**src/hdl/lef_pkg.sv**
```systemverilog
// Package: shared widths, register indexes, reset values and the centroid table.
`default_nettype none

package lef_pkg;

  localparam int FRAC_BITS_DEF = 16;

  localparam int SENS_W   = 5;
  localparam int GYRO_W   = 16;
  localparam int LINE_W   = 11;
  localparam int FUSED_W  = 11;
  localparam int BASE_W   = 6;
  localparam int LIMIT_W  = 10;
  localparam int CGAIN_W  = 6;
  localparam int GGAIN_W  = 16;
  localparam int Q16_W    = 17;
  localparam int INTEG_W  = 32;

  localparam int CFG_ADDR_W = 3;
  localparam int CFG_DATA_W = 17;

  localparam int MUL_AW = 32;
  localparam int MUL_BW = 18;
  localparam int MUL_PW = MUL_AW + MUL_BW;

  localparam logic [Q16_W-1:0] Q16_ONE = 17'h10000;

  localparam logic [LIMIT_W-1:0] LIMIT_RST = 10'd50;
  localparam logic [CGAIN_W-1:0] CGAIN_RST = 6'd27;
  localparam logic [GGAIN_W-1:0] GGAIN_RST = 16'd2294;
  localparam logic [Q16_W-1:0]   ALPHA_RST = 17'd60293;
  localparam logic [Q16_W-1:0]   KEEP_RST  = 17'd39322;

  typedef enum logic [CFG_ADDR_W-1:0] {
    CFG_ERROR_LIMIT     = 3'd0,
    CFG_CORNER_GAIN     = 3'd1,
    CFG_GYRO_GAIN       = 3'd2,
    CFG_FUSION_ALPHA    = 3'd3,
    CFG_INTEGRATOR_KEEP = 3'd4
  } cfg_reg_t;

  // weighted centroid in tenths, truncated toward zero
  function automatic logic signed [BASE_W-1:0] line_base(input logic [SENS_W-1:0] bits);
    logic signed [BASE_W-1:0] v;
    case (bits)
      5'd1:    v = -6'sd28;
      5'd2:    v = -6'sd13;
      5'd3:    v = -6'sd20;
      5'd5:    v = -6'sd14;
      5'd6:    v = -6'sd6;
      5'd7:    v = -6'sd13;
      5'd8:    v = 6'sd13;
      5'd9:    v = -6'sd7;
      5'd11:   v = -6'sd9;
      5'd12:   v = 6'sd6;
      5'd13:   v = -6'sd5;
      5'd15:   v = -6'sd7;
      5'd16:   v = 6'sd28;
      5'd18:   v = 6'sd7;
      5'd19:   v = -6'sd4;
      5'd20:   v = 6'sd14;
      5'd22:   v = 6'sd5;
      5'd23:   v = -6'sd3;
      5'd24:   v = 6'sd20;
      5'd25:   v = 6'sd4;
      5'd26:   v = 6'sd9;
      5'd28:   v = 6'sd13;
      5'd29:   v = 6'sd3;
      5'd30:   v = 6'sd7;
      default: v = 6'sd0;
    endcase
    return v;
  endfunction

endpackage

`default_nettype wire

```
**src/hdl/lef_if.sv**
```systemverilog
// Interfaces: sensor input channel and fused result channel.
`default_nettype none

interface lef_in_if import lef_pkg::*; ();
  logic                     valid;
  logic                     ready;
  logic [SENS_W-1:0]        sensor_bits;
  logic signed [GYRO_W-1:0] gyro_rate;

  modport source (output valid, output sensor_bits, output gyro_rate, input ready);
  modport sink   (input valid, input sensor_bits, input gyro_rate, output ready);
endinterface

interface lef_out_if import lef_pkg::*; ();
  logic                      valid;
  logic                      ready;
  logic signed [LINE_W-1:0]  line_error;
  logic signed [FUSED_W-1:0] fused_error;
  logic                      corner_seen;

  modport source (output valid, output line_error, output fused_error,
                  output corner_seen, input ready);
  modport sink   (input valid, input line_error, input fused_error,
                  input corner_seen, output ready);
endinterface

`default_nettype wire

```
**src/hdl/lef_mul.sv**
```systemverilog
// Shared signed multiplier with registered product.
`default_nettype none

module lef_mul import lef_pkg::*; (
  input  wire logic                     clk,
  input  wire logic signed [MUL_AW-1:0] a,
  input  wire logic signed [MUL_BW-1:0] b,
  output logic signed [MUL_PW-1:0]      p_r
);

  always_ff @(posedge clk) begin
    p_r <= a * b;
  end

endmodule

`default_nettype wire

```
**src/hdl/line_error_gyro_fusion_core.sv**
```systemverilog
// Top level: line centroid and gyro integrator fusion on one shared multiplier.
//
//  channel   dir  signals                                        transfer
//  in_ch     in   sensor_bits[4:0], gyro_rate[15:0]              valid & ready
//  out_ch    out  line_error[10:0], fused_error[10:0], corner    valid & ready
//  cfg       in   cfg_we, cfg_addr[2:0], cfg_wdata[16:0]         cfg_we
//
// An item holds the sequencer, transfer to next transfer, through the corner, gyro and
// integrate states, then mix and fuse when the line is seen or plain when only the
// integrator is output. Every product runs through the single 32x18 multiplier. Ready is
// high only while the sequencer is idle. A finished result waits in the output register
// while a new item is taken; that item then holds in its last state until the register
// frees. Synchronous active-low reset clears state, integrator, valid; presets config.
`default_nettype none

module line_error_gyro_fusion_core import lef_pkg::*; #(
  parameter int FRAC_BITS = FRAC_BITS_DEF
) (
  input  wire logic                  clk,
  input  wire logic                  rst_n,
  lef_in_if.sink                     in_ch,
  lef_out_if.source                  out_ch,
  input  wire logic                  cfg_we,
  input  wire logic [CFG_ADDR_W-1:0] cfg_addr,
  input  wire logic [CFG_DATA_W-1:0] cfg_wdata
);

  localparam int SH  = FRAC_BITS - 20;
  localparam int LSH = (SH > 0) ? SH : 0;
  localparam int RSH = (SH < 0) ? -SH : 0;
  localparam int GW  = MUL_PW + LSH + 1;
  localparam int AW  = (FRAC_BITS + 30 > MUL_PW) ? FRAC_BITS + 31 : MUL_PW + 1;
  localparam logic signed [AW-1:0] BBIAS = (AW'(1) <<< (FRAC_BITS + 16)) - AW'(1);
  localparam logic signed [AW-1:0] PBIAS = (AW'(1) <<< FRAC_BITS) - AW'(1);

  typedef enum logic [3:0] {
    S_IDLE, S_CORNER, S_GYRO, S_INTEG, S_PLAIN,
    S_MIXK, S_MIXL, S_MIXS, S_MIXW,
    S_FUSI, S_FUSL, S_FUSS, S_FUSO
  } state_t;

  // configuration
  logic [LIMIT_W-1:0] lim_r;
  logic [CGAIN_W-1:0] cgain_r;
  logic [GGAIN_W-1:0] ggain_r;
  logic [Q16_W-1:0]   alpha_r;
  logic [Q16_W-1:0]   keep_r;

  always_ff @(posedge clk) begin
    if (!rst_n) begin
      lim_r   <= LIMIT_RST;
      cgain_r <= CGAIN_RST;
      ggain_r <= GGAIN_RST;
      alpha_r <= ALPHA_RST;
      keep_r  <= KEEP_RST;
    end else if (cfg_we) begin
      case (cfg_reg_t'(cfg_addr))
        CFG_ERROR_LIMIT:     lim_r   <= cfg_wdata[LIMIT_W-1:0];
        CFG_CORNER_GAIN:     cgain_r <= cfg_wdata[CGAIN_W-1:0];
        CFG_GYRO_GAIN:       ggain_r <= cfg_wdata[GGAIN_W-1:0];
        CFG_FUSION_ALPHA:    alpha_r <= cfg_wdata[Q16_W-1:0];
        CFG_INTEGRATOR_KEEP: keep_r  <= cfg_wdata[Q16_W-1:0];
        default: ;
      endcase
    end
  end

  logic [Q16_W-1:0] alpha_eff;
  logic [Q16_W-1:0] keep_eff;
  assign alpha_eff = (alpha_r > Q16_ONE) ? Q16_ONE : alpha_r;
  assign keep_eff  = (keep_r > Q16_ONE) ? Q16_ONE : keep_r;

  // datapath registers
  state_t                       state_r, state_nxt;
  logic signed [LINE_W-1:0]     line_r, line_nxt;
  logic                         corner_r, corner_nxt;
  logic                         mid_r, mid_nxt;
  logic signed [GYRO_W-1:0]     gyro_r, gyro_nxt;
  logic signed [AW-1:0]         acc_r, acc_nxt;
  logic signed [INTEG_W-1:0]    integ_r, integ_nxt;
  logic                         out_valid_r, out_valid_nxt;
  logic signed [LINE_W-1:0]     out_line_r;
  logic signed [FUSED_W-1:0]    out_fused_r;
  logic                         out_corner_r;

  logic                         in_xfer;
  logic                         done;
  logic                         can_out;
  logic [SENS_W-1:0]            bits;
  logic signed [MUL_AW-1:0]     mul_a;
  logic [Q16_W-1:0]             mul_bu;
  logic signed [MUL_PW-1:0]     prod_r;
  logic signed [GW-1:0]         gsum;
  logic [GW-INTEG_W:0]          gtop;
  logic signed [AW-1:0]         mshift;
  logic [AW-INTEG_W:0]          mtop;
  logic signed [AW-1:0]         braw;
  logic signed [AW-1:0]         praw;
  logic signed [AW-1:0]         raw;
  logic signed [AW-1:0]         lim_s;
  logic signed [AW-1:0]         clamped;

  assign in_ch.ready = (state_r == S_IDLE);
  assign in_xfer     = in_ch.valid && in_ch.ready;
  assign bits        = in_ch.sensor_bits;
  assign done        = (state_r == S_FUSO) || (state_r == S_PLAIN);
  assign can_out     = !out_valid_r || out_ch.ready;

  // operand select for the shared multiplier
  always_comb begin
    mul_a  = '0;
    mul_bu = '0;
    case (state_r)
      S_CORNER: begin
        mul_a  = MUL_AW'(line_r);
        mul_bu = Q16_W'(cgain_r);
      end
      S_GYRO: begin
        mul_a  = MUL_AW'(gyro_r);
        mul_bu = Q16_W'(ggain_r);
      end
      S_MIXK: begin
        mul_a  = integ_r;
        mul_bu = keep_eff;
      end
      S_MIXL: begin
        mul_a  = MUL_AW'(line_r);
        mul_bu = Q16_ONE - keep_eff;
      end
      S_FUSI: begin
        mul_a  = integ_r;
        mul_bu = Q16_ONE - alpha_eff;
      end
      S_FUSL: begin
        mul_a  = MUL_AW'(line_r);
        mul_bu = alpha_eff;
      end
      default: ;
    endcase
  end

  lef_mul u_mul (
    .clk (clk),
    .a   (mul_a),
    .b   ($signed({1'b0, mul_bu})),
    .p_r (prod_r)
  );

  // gyro step, rescaled from Q20 with floor, then saturating add
  assign gsum   = GW'(integ_r) + ((GW'(prod_r) <<< LSH) >>> RSH);
  assign gtop   = gsum[GW-1:INTEG_W-1];
  assign mshift = acc_r >>> 16;
  assign mtop   = mshift[AW-1:INTEG_W-1];

  // truncation toward zero of both output paths, then clamp
  assign braw    = (acc_r + (acc_r[AW-1] ? BBIAS : AW'(0))) >>> (FRAC_BITS + 16);
  assign praw    = (AW'(integ_r) + (integ_r[INTEG_W-1] ? PBIAS : AW'(0))) >>> FRAC_BITS;
  assign raw     = (state_r == S_FUSO) ? braw : praw;
  assign lim_s   = $signed(AW'(lim_r));
  assign clamped = (raw > lim_s) ? lim_s : ((raw < -lim_s) ? -lim_s : raw);

  always_comb begin
    state_nxt  = state_r;
    line_nxt   = line_r;
    corner_nxt = corner_r;
    mid_nxt    = mid_r;
    gyro_nxt   = gyro_r;
    acc_nxt    = acc_r;
    integ_nxt  = integ_r;
    case (state_r)
      S_IDLE: begin
        if (in_xfer) begin
          line_nxt   = LINE_W'(line_base(bits));
          corner_nxt = (!bits[4] && bits[2] && bits[1] && bits[0]) ||
                       (!bits[0] && bits[2] && bits[3] && bits[4]);
          mid_nxt    = bits[2];
          gyro_nxt   = in_ch.gyro_rate;
          state_nxt  = S_CORNER;
        end
      end
      S_CORNER: state_nxt = S_GYRO;
      S_GYRO: begin
        if (corner_r) begin
          line_nxt = prod_r[LINE_W-1:0];
        end
        state_nxt = S_INTEG;
      end
      S_INTEG: begin
        if ((&gtop) || !(|gtop)) begin
          integ_nxt = gsum[INTEG_W-1:0];
        end else begin
          integ_nxt = gsum[GW-1] ? {1'b1, {(INTEG_W-1){1'b0}}} : {1'b0, {(INTEG_W-1){1'b1}}};
        end
        state_nxt = ((line_r != '0) || mid_r) ? S_MIXK : S_PLAIN;
      end
      S_MIXK: state_nxt = S_MIXL;
      S_MIXL: begin
        acc_nxt   = AW'(prod_r);
        state_nxt = S_MIXS;
      end
      S_MIXS: begin
        acc_nxt   = acc_r + (AW'(prod_r) <<< FRAC_BITS);
        state_nxt = S_MIXW;
      end
      S_MIXW: begin
        if ((&mtop) || !(|mtop)) begin
          integ_nxt = mshift[INTEG_W-1:0];
        end else begin
          integ_nxt = mshift[AW-1] ? {1'b1, {(INTEG_W-1){1'b0}}} : {1'b0, {(INTEG_W-1){1'b1}}};
        end
        state_nxt = S_FUSI;
      end
      S_FUSI: state_nxt = S_FUSL;
      S_FUSL: begin
        acc_nxt   = AW'(prod_r);
        state_nxt = S_FUSS;
      end
      S_FUSS: begin
        acc_nxt   = acc_r + (AW'(prod_r) <<< FRAC_BITS);
        state_nxt = S_FUSO;
      end
      S_FUSO, S_PLAIN: begin
        if (can_out) begin
          state_nxt = S_IDLE;
        end
      end
      default: state_nxt = S_IDLE;
    endcase
  end

  assign out_valid_nxt = (done && can_out) ? 1'b1 : (out_valid_r && !out_ch.ready);

  always_ff @(posedge clk) begin
    if (!rst_n) begin
      state_r     <= S_IDLE;
      integ_r     <= '0;
      out_valid_r <= 1'b0;
    end else begin
      state_r     <= state_nxt;
      integ_r     <= integ_nxt;
      out_valid_r <= out_valid_nxt;
    end
  end

  always_ff @(posedge clk) begin
    line_r   <= line_nxt;
    corner_r <= corner_nxt;
    mid_r    <= mid_nxt;
    gyro_r   <= gyro_nxt;
    acc_r    <= acc_nxt;
    if (done && can_out) begin
      out_line_r   <= line_r;
      out_fused_r  <= clamped[FUSED_W-1:0];
      out_corner_r <= corner_r;
    end
  end

  assign out_ch.valid       = out_valid_r;
  assign out_ch.line_error  = out_line_r;
  assign out_ch.fused_error = out_fused_r;
  assign out_ch.corner_seen = out_corner_r;

  // checks
  a_busy_after_xfer: assert property (@(posedge clk) disable iff (!rst_n)
    in_xfer |=> !in_ch.ready)
    else $error("input taken while an item is in progress");

  a_fused_in_limit: assert property (@(posedge clk) disable iff (!rst_n)
    out_ch.valid |-> (($signed(out_ch.fused_error) <= $signed({1'b0, lim_r})) &&
                      ($signed(out_ch.fused_error) >= -$signed({1'b0, lim_r}))))
    else $error("fused error outside limit");

  a_plain_line_range: assert property (@(posedge clk) disable iff (!rst_n)
    (out_ch.valid && !out_ch.corner_seen) |->
      (($signed(out_ch.line_error) <= 11'sd28) && ($signed(out_ch.line_error) >= -11'sd28)))
    else $error("line error out of range without corner");

endmodule

`default_nettype wire

```
**src/flat_wrapper.sv**
```systemverilog
// flat-port wrapper written by rule: the top's interface ports become plain ports
module line_error_gyro_fusion_core_flat import lef_pkg::*;
#(
  parameter int FRAC_BITS = FRAC_BITS_DEF
)
  (clk, rst_n, cfg_we, cfg_addr, cfg_wdata, in_ch_valid, in_ch_sensor_bits, in_ch_gyro_rate, in_ch_ready, out_ch_valid, out_ch_line_error, out_ch_fused_error, out_ch_corner_seen, out_ch_ready);
  lef_in_if in_ch_i ();
  lef_out_if out_ch_i ();
  input  wire logic clk;
  input  wire logic rst_n;
  input  wire logic cfg_we;
  input  wire logic [CFG_ADDR_W-1:0] cfg_addr;
  input  wire logic [CFG_DATA_W-1:0] cfg_wdata;
  input wire logic [$bits(in_ch_i.valid)-1:0] in_ch_valid;
  input wire logic [$bits(in_ch_i.sensor_bits)-1:0] in_ch_sensor_bits;
  input wire logic [$bits(in_ch_i.gyro_rate)-1:0] in_ch_gyro_rate;
  output wire logic [$bits(in_ch_i.ready)-1:0] in_ch_ready;
  output wire logic [$bits(out_ch_i.valid)-1:0] out_ch_valid;
  output wire logic [$bits(out_ch_i.line_error)-1:0] out_ch_line_error;
  output wire logic [$bits(out_ch_i.fused_error)-1:0] out_ch_fused_error;
  output wire logic [$bits(out_ch_i.corner_seen)-1:0] out_ch_corner_seen;
  input wire logic [$bits(out_ch_i.ready)-1:0] out_ch_ready;
  assign in_ch_i.valid = in_ch_valid;
  assign in_ch_i.sensor_bits = in_ch_sensor_bits;
  assign in_ch_i.gyro_rate = in_ch_gyro_rate;
  assign in_ch_ready = in_ch_i.ready;
  assign out_ch_valid = out_ch_i.valid;
  assign out_ch_line_error = out_ch_i.line_error;
  assign out_ch_fused_error = out_ch_i.fused_error;
  assign out_ch_corner_seen = out_ch_i.corner_seen;
  assign out_ch_i.ready = out_ch_ready;
  line_error_gyro_fusion_core #(.FRAC_BITS(FRAC_BITS)) u_core (.clk(clk), .rst_n(rst_n), .in_ch(in_ch_i), .out_ch(out_ch_i), .cfg_we(cfg_we), .cfg_addr(cfg_addr), .cfg_wdata(cfg_wdata));
endmodule
```
**config.mk**
```make
export PLATFORM = sky130hd
export DESIGN_NAME = line_error_gyro_fusion_core_flat
export DESIGN_NICKNAME = d
export VERILOG_FILES = /design/src/hdl/lef_pkg.sv /design/src/hdl/lef_if.sv /design/src/hdl/lef_mul.sv /design/src/hdl/line_error_gyro_fusion_core.sv /design/src/flat_wrapper.sv
export SDC_FILE = /design/constraint.sdc
export NUM_CORES = 2
export LEC_CHECK = 0
export BUFFER_PORTS_ARGS = -buffer_cell sky130_fd_sc_hd__buf_2
export CAP_MARGIN = 20
export CORE_ASPECT_RATIO = 1.25
export CORE_MARGIN = 2
export CORE_UTILIZATION = 50
export DETAILED_ROUTE_END_ITERATION = 8
export GPL_TIMING_DRIVEN = 0
export PLACE_DENSITY = 0.66
export SLEW_MARGIN = 20
export SYNTH_ARGS = -nofsm -noshare
export SYNTH_HDL_FRONTEND = slang
export SYNTH_HIERARCHICAL = 1
export SYNTH_SLANG_ARGS = --single-unit
export TNS_END_PERCENT = 50
```
**constraint.sdc**
```tcl
create_clock -name clk -period 16.25 [get_ports clk]
set_input_delay 1.625 -clock clk [delete_from_list [all_inputs] [get_ports clk]]
set_output_delay 1.625 -clock clk [all_outputs]
set_load 0.01 [all_outputs]
```
# Yosys cells after proc, flatten, opt, wreduce, memory -nomap -nowiden
# Memories as Yosys holds them, arrays and structs flattened.
# Cells that the tools add are included.
[classes] muxes=23 n_mul=1 order_cmp=4 add_sub_neg=7 n_reduce_logical=44 n_eq_ne=19
[ops] operator="2-to-1 mux 32 bit" n=5
[ops] operator="adder 51 bit" n=2
[ops] operator="case mux 17 bit (6 select lines)" n=1
[ops] operator="case mux 51 bit (2 select lines)" n=1
[ops] operator="case mux 32 bit (3 select lines)" n=1
[ops] operator="case mux 32 bit (2 select lines)" n=1
[ops] operator="greater-than comparator 51 x 11 -> 1 bit" n=1
[ops] operator="less-than comparator 51 bit" n=1
[ops] operator="2-to-1 mux 51 bit" n=1
[ops] operator="negator 10 -> 51 bit" n=1
[ops] operator="multiplier 32 x 18 -> 50 bit" n=1
[ops] operator="case mux 4 bit (12 select lines)" n=1
[ops] operator="adder 32 x 46 -> 47 bit" n=1
[ops] operator="greater-than comparator 17 bit, second input constant" n=2
[ops] operator="2-to-1 mux 17 bit" n=2
[ops] operator="subtractor 17 bit, first input constant" n=2
[ops] operator="adder 32 x 17 -> 33 bit" n=1
[ops] operator="2-to-1 mux 11 bit" n=3
[ops] operator="case mux 11 bit (2 select lines)" n=1
[ops] operator="equality test 4 bit, second input constant" n=5
[ops] operator="AND reduction 20 bit" n=1
[ops] operator="OR reduction 20 bit" n=1
[ops] operator="equality test 4 x 3 -> 1 bit, second input constant" n=4
[ops] operator="2-to-1 mux 16 bit" n=1
[ops] operator="other kinds (23)" n=57
[totals] input_bits=46 elab_cells=117 register_bits=256 n_memories=1 romBits=192
[memory_table] memory="(name not given)" depth=32 width=6 rd=1 rd_clocked_by_memory_dff=0 write_ports=0 line="lef_pkg.sv:45" source="case (bits)"

# Logic depth before layout (Yosys ltp)
[depth] word_depth=6 mapped_depth=36

# Hierarchy
# The synthesis kept the hierarchy.
[modules_own_cells] mod="lef_mul" cells_per_inst=2339 instances=1 seq_area_each_um2=1001.0 area_each_um2=21022.7
[modules_own_cells] mod="line_error_gyro_fusion_core" cells_per_inst=2063 instances=1 seq_area_each_um2=5154.9 area_each_um2=17097.6

# Least setup slack after synthesis
# No wires, ideal clock.
[synth_timing] path_kind="register to register" startpoint="register u_core.state_r[2]" endpoint="register u_core.u_mul.p_r[47]" required_ns=16.126 setup_time_ns=0.124 stages_incl_launch_ff=36 arrival_time_ns=9.688 n_path_buf=6 path_slack_ns=6.439 cell_sequence="dfxtp_1 > clkbuf_1 > xor2_1 > and2_1 > nor2b_1 > or2_2 > and2_1 > clkbuf_1 > a21o_1 > clkbuf_1 > clkbuf_1 > a21o_1 > clkbuf_1 > clkbuf_1 > nand2_1 > fa_1 > inv_1 > fa_1 > inv_1 > fa_1 > fa_1 > inv_1 > fa_1 > inv_1 > fa_1 > inv_1 > ha_1 > o21ai_0 > a21oi_1 > a221o_1 > a21o_1 > a221oi_2 > o21ai_1 > a41oi_1 > mux2i_1 > nand3_1"
[synth_between] elab_chain_len=4
[synth_rtl] element="start, declared" line="line_error_gyro_fusion_core.sv:74" source="state_t state_r, state_nxt;"
[synth_rtl] element="start signal, assigned" line="line_error_gyro_fusion_core.sv:239" source="state_r <= state_nxt;"
[synth_rtl] element="equality test 4 x 1 -> 1 bit (tied with other cells)" line="line_error_gyro_fusion_core.sv:113" source="case (state_r)"
[synth_rtl] element="OR reduction 3 bit (no line) / OR reduction 2 bit (equally long branches)"
[synth_rtl] element="case mux 32 bit (3 select lines) (*)" line="line_error_gyro_fusion_core.sv:113"
[synth_rtl] element="via u_core.mul_a[17]" line="line_error_gyro_fusion_core.sv:90" source="logic signed [MUL_AW-1:0] mul_a;"
[synth_rtl] element="multiplier 32 x 18 -> 50 bit (*)" line="lef_mul.sv:12" source="p_r <= a * b;"
[synth_rtl] element="end signal, assigned" line="lef_mul.sv:12"
[synth_rtl] element="end, declared" line="lef_mul.sv:8" source="output logic signed [MUL_PW-1:0] p_r"
# Mark *: on every way through the listed nets, which the timed path passes. The rest lies on a longest branch.
# A chain may end at the register's enable or synchronous reset.

# Final worst setup path
[layout_timing] startpoint="register u_core.state_r[2]" endpoint="register u_core.u_mul.p_r[49]"
# The elaborated chain is that of the path after synthesis.

==> impl_results.md <==
- Seq/Total Area, Yosys: between 15 and 20%
- Hold Vio Cnt, Final: 0
- Total global-route track usage: a little under a third
- Routability cong.: approximately 0.99
- Yosys top cell by area: fa_1
- H-tree levels: 1
- Setup_tns: 0 ns
- Clk_skew: approximately 0.024 ns
- Peak supply drop: roughly 84 uV
- CP Launch Type: flop
- WL final: 123200 um
- RSZ-0062 raised after global routing: no
- CTS tree: yes
- Top cells by area, synth: fa_1, ha_1, edfxtp_1
- Die height: 312.7 um
- Fill cells: 7199
- Post-layout min period: roughly 11 ns
- CTS Sinks: 256
- Slew HR: 18.96%
- Area Growth Syn to Fin: 7.083%
- Slowest cell delay on critical path: ~0.73 ns
- Io pins: just over 70
- Worst-margin pin slew: between 1 and 1.5 ns
- Final antenna-violating net count: 0
- Post-synth EDFFs: 103
- Wirelength per Cell: about 22 um
- Leakage power total: 0.01925 uW
- Layout cells sized above 1: 4.543%
- Critical Path RT: between 15 and 20 ns
- CTS hold repair buffers: 0
- Dominant cell by count in the synthesized netlist: inv_1
- Max Slew Vio Count: 0
- Iteration-0 DRC Markers: around 2800
- CP max stage cell: nor2b_2
- Port-buffer cells: 68
- Final Cycle Share: between 60 and 70%
- First-pass GRT wire length: about 190000 um
- Post-synthesis register bit count: approximately 260
- Drt via density: 5.781
- Rows: 113
- Worst hold slack: between 0.4 and 0.5 ns
- Ys Warns: 6
- Core area: around 0.076 mm^2
- TritonCTS buffer count: 27
- Ant diodes: 0
- Min-delay src: u_core/ggain_r[14]$_SDFFE_PN0P_
- Crit Path Max Fanout: 17
- Post-Syn Instances: about 4400
- Syn_area_per_cell: approximately 8.7 um^2
- Crit path launch: u_core/state_r[2]$_SDFFE_PN0P_
- Post-Syn Area: roughly 0.038 mm^2
- R2r startpoint: u_core/state_r[2]$_SDFFE_PN0P_
- Top post-synthesis cells by count: inv_1, nand2_1, fa_1
- CTS Root Cell: clkbuf_16
- Crit path DAT: about 12 ns
- # resized after CTS: 0
- Clock transition at path regs: roughly 0.070 ns
- Status: complete, no violations
- Number of max-cap violations: 0
- Pwr Density: 125.7 mW/mm^2
- Dominant synthesized flop cell: dfxtp_1
- Hold Crit Class: flop to flop
- Cell variety after synth: 97
- CP Class: flop to flop
- Die X: 251.0 um
- Initial core utilization: around half
- Kind of end point of the critical path: flop
- Max Root-Sink Buffers: 3
- Post-CTS setup buffer count: 0
- Total global routing overflow: 0
- Maximum clock rate: approximately 0.09 GHz
- Drt first pass iters: 7
- Clk Latency, worst-skew pair: between 0.5 and 0.6 ns
- Post-synth ARST share: 0%
- Nets: 5405
- Final setup violation count: 0
- Final HPWL DP: ~100000 um
- DIE AREA: 0.07848 mm^2
- Top-area cell type share of the netlist area: 29.15%
- DRC: 0
- DR vias: around 32000
- Largest net degree at the start of global routing: 30
- Final Util: a little over half
- Initial antenna violation count: 0
- Vias in the first global route: roughly 32000
path summary, 6_finish.rpt:
kind	to	slack, ns	cells past startpoint
worst min register to register	u_core/ggain_r[14]$_SDFFE_PN0P_	0.46	2
worst max-delay path	u_core/u_mul/p_r[49]$_DFF_P_	5.14	33
worst max register to register	u_core/u_mul/p_r[49]$_DFF_P_	5.14	33
worst min-delay path	u_core/ggain_r[14]$_SDFFE_PN0P_	0.46	2
kinds of logic (layout without fill, tap and decap cells):
logic type,Yosys count,after routing,synth area share [%]
compound gates,826,826,14.40
xor+xnor,170,170,3.906
fa+ha+maj,846,846,38.70
buf+inv,921,1047,9.239
flops,256,256,16.15
mux,16,16,0.4628
other cells,1,7,0.009837
simple gates,1366,1366,17.13
cell usage in the layout, fill, tap and decap left out, types with 9 or more instances in the layout:
cell type	Yosys	layout
a211oi_1	11	11
and4_1	11	11
o21bai_1	20	20
nor3_1	39	39
a31oi_1	22	22
a221o_1	11	11
and2_1	235	233
a22oi_1	16	16
inv_1	707	707
dfxtp_1	153	152
fa_1	555	555
buf_2	9	77
nor4_1	20	20
xor2_1	67	67
nand4_1	36	36
nand3b_1	9	9
o21a_1	23	23
clkbuf_16	0	29
o21ai_0	160	152
a21o_1	133	133
o21ai_1	26	31
nor2b_1	45	44
nor2_1	148	147
ha_1	291	291
clkbuf_1	192	194
nand3_1	76	76
a222oi_1	25	25
or3_1	11	11
a211oi_2	12	12
edfxtp_1	103	103
o211ai_1	40	40
and3_1	33	33
a21oi_1	230	230
nand2b_1	33	33
nand2_1	641	641
xnor2_1	103	103
mux2i_1	12	12
where the power goes:
group	switching, uW	total, uW	internal (uW)
clock	289	688	398
combinational	2190	3450	1270
sequential	180	989	809
total	2660	5130	2470
layer usage:
layer  part of all wire (%)  vias to the layer above  routed length, um  GRT usage [%]
met5                      0                        -                  0              0
met4                    7.3                        0               8959          18.94
met3                    7.1                      355               8765          3.928
met2                     48                     1325              58840          53.58
met1                     38                    15660              46600          38.01
li1                       -                    14520                  -              -
cell type report:
| class | count | area, um^2 | area share, % |
|---|---|---|---|
| multi-input combinational | 3231 | 28490 | 69.79 |
| sequential | 256 | 6157 | 15.08 |
| inverter | 708 | 2658 | 6.510 |
| tap | 977 | 1222 | 2.995 |
| buffer | 213 | 864.6 | 2.118 |
| clock buffer | 32 | 747.0 | 1.830 |
| timing repair buffer | 76 | 447.9 | 1.097 |
| clock inverter | 18 | 234.0 | 0.5732 |
state kept, by name, summed over array words and instances, names as in the netlist, 4 cells and up:
| signal | cells |
|---|---|
| u_core/acc_r | 51 |
| u_core/u_mul/p_r | 50 |
| u_core/integ_r | 32 |
| u_core/alpha_r | 17 |
| u_core/keep_r | 17 |
| u_core/ggain_r | 16 |
| u_core/gyro_r | 16 |
| u_core/line_r | 11 |
| u_core/out_ch.fused_error | 11 |
| u_core/out_ch.line_error | 11 |
| u_core/lim_r | 10 |
| u_core/cgain_r | 6 |
| u_core/state_r | 4 |
metrics by stage:
step	instances	power, uW	setup slack [ns]	cell area (um^2)
4_1_cts	5511	5092	5.230	40820
6_report	5511	5130	5.139	40820
2_1_floorplan	4408	3374	6.439	38140
3_3_place_gp	5453	4343	3.830	39710
3_5_place_dp	5461	4385	5.284	39840
5_1_grt	5511	5549	4.543	40820
critical path: cells and delay by family, from the launching register on:
kind / cells / cell delay [ns]
DFF: 1 / 0.31
and+or+nand+nor: 6 / 1.81
buffers and inverters: 9 / 2.77
xor gates and xnor gates: 2 / 0.40
adders and majority gates: 7 / 3.55
AOI/OAI and AO/OA: 9 / 2.12
Power figures use the tool's default switching activity.
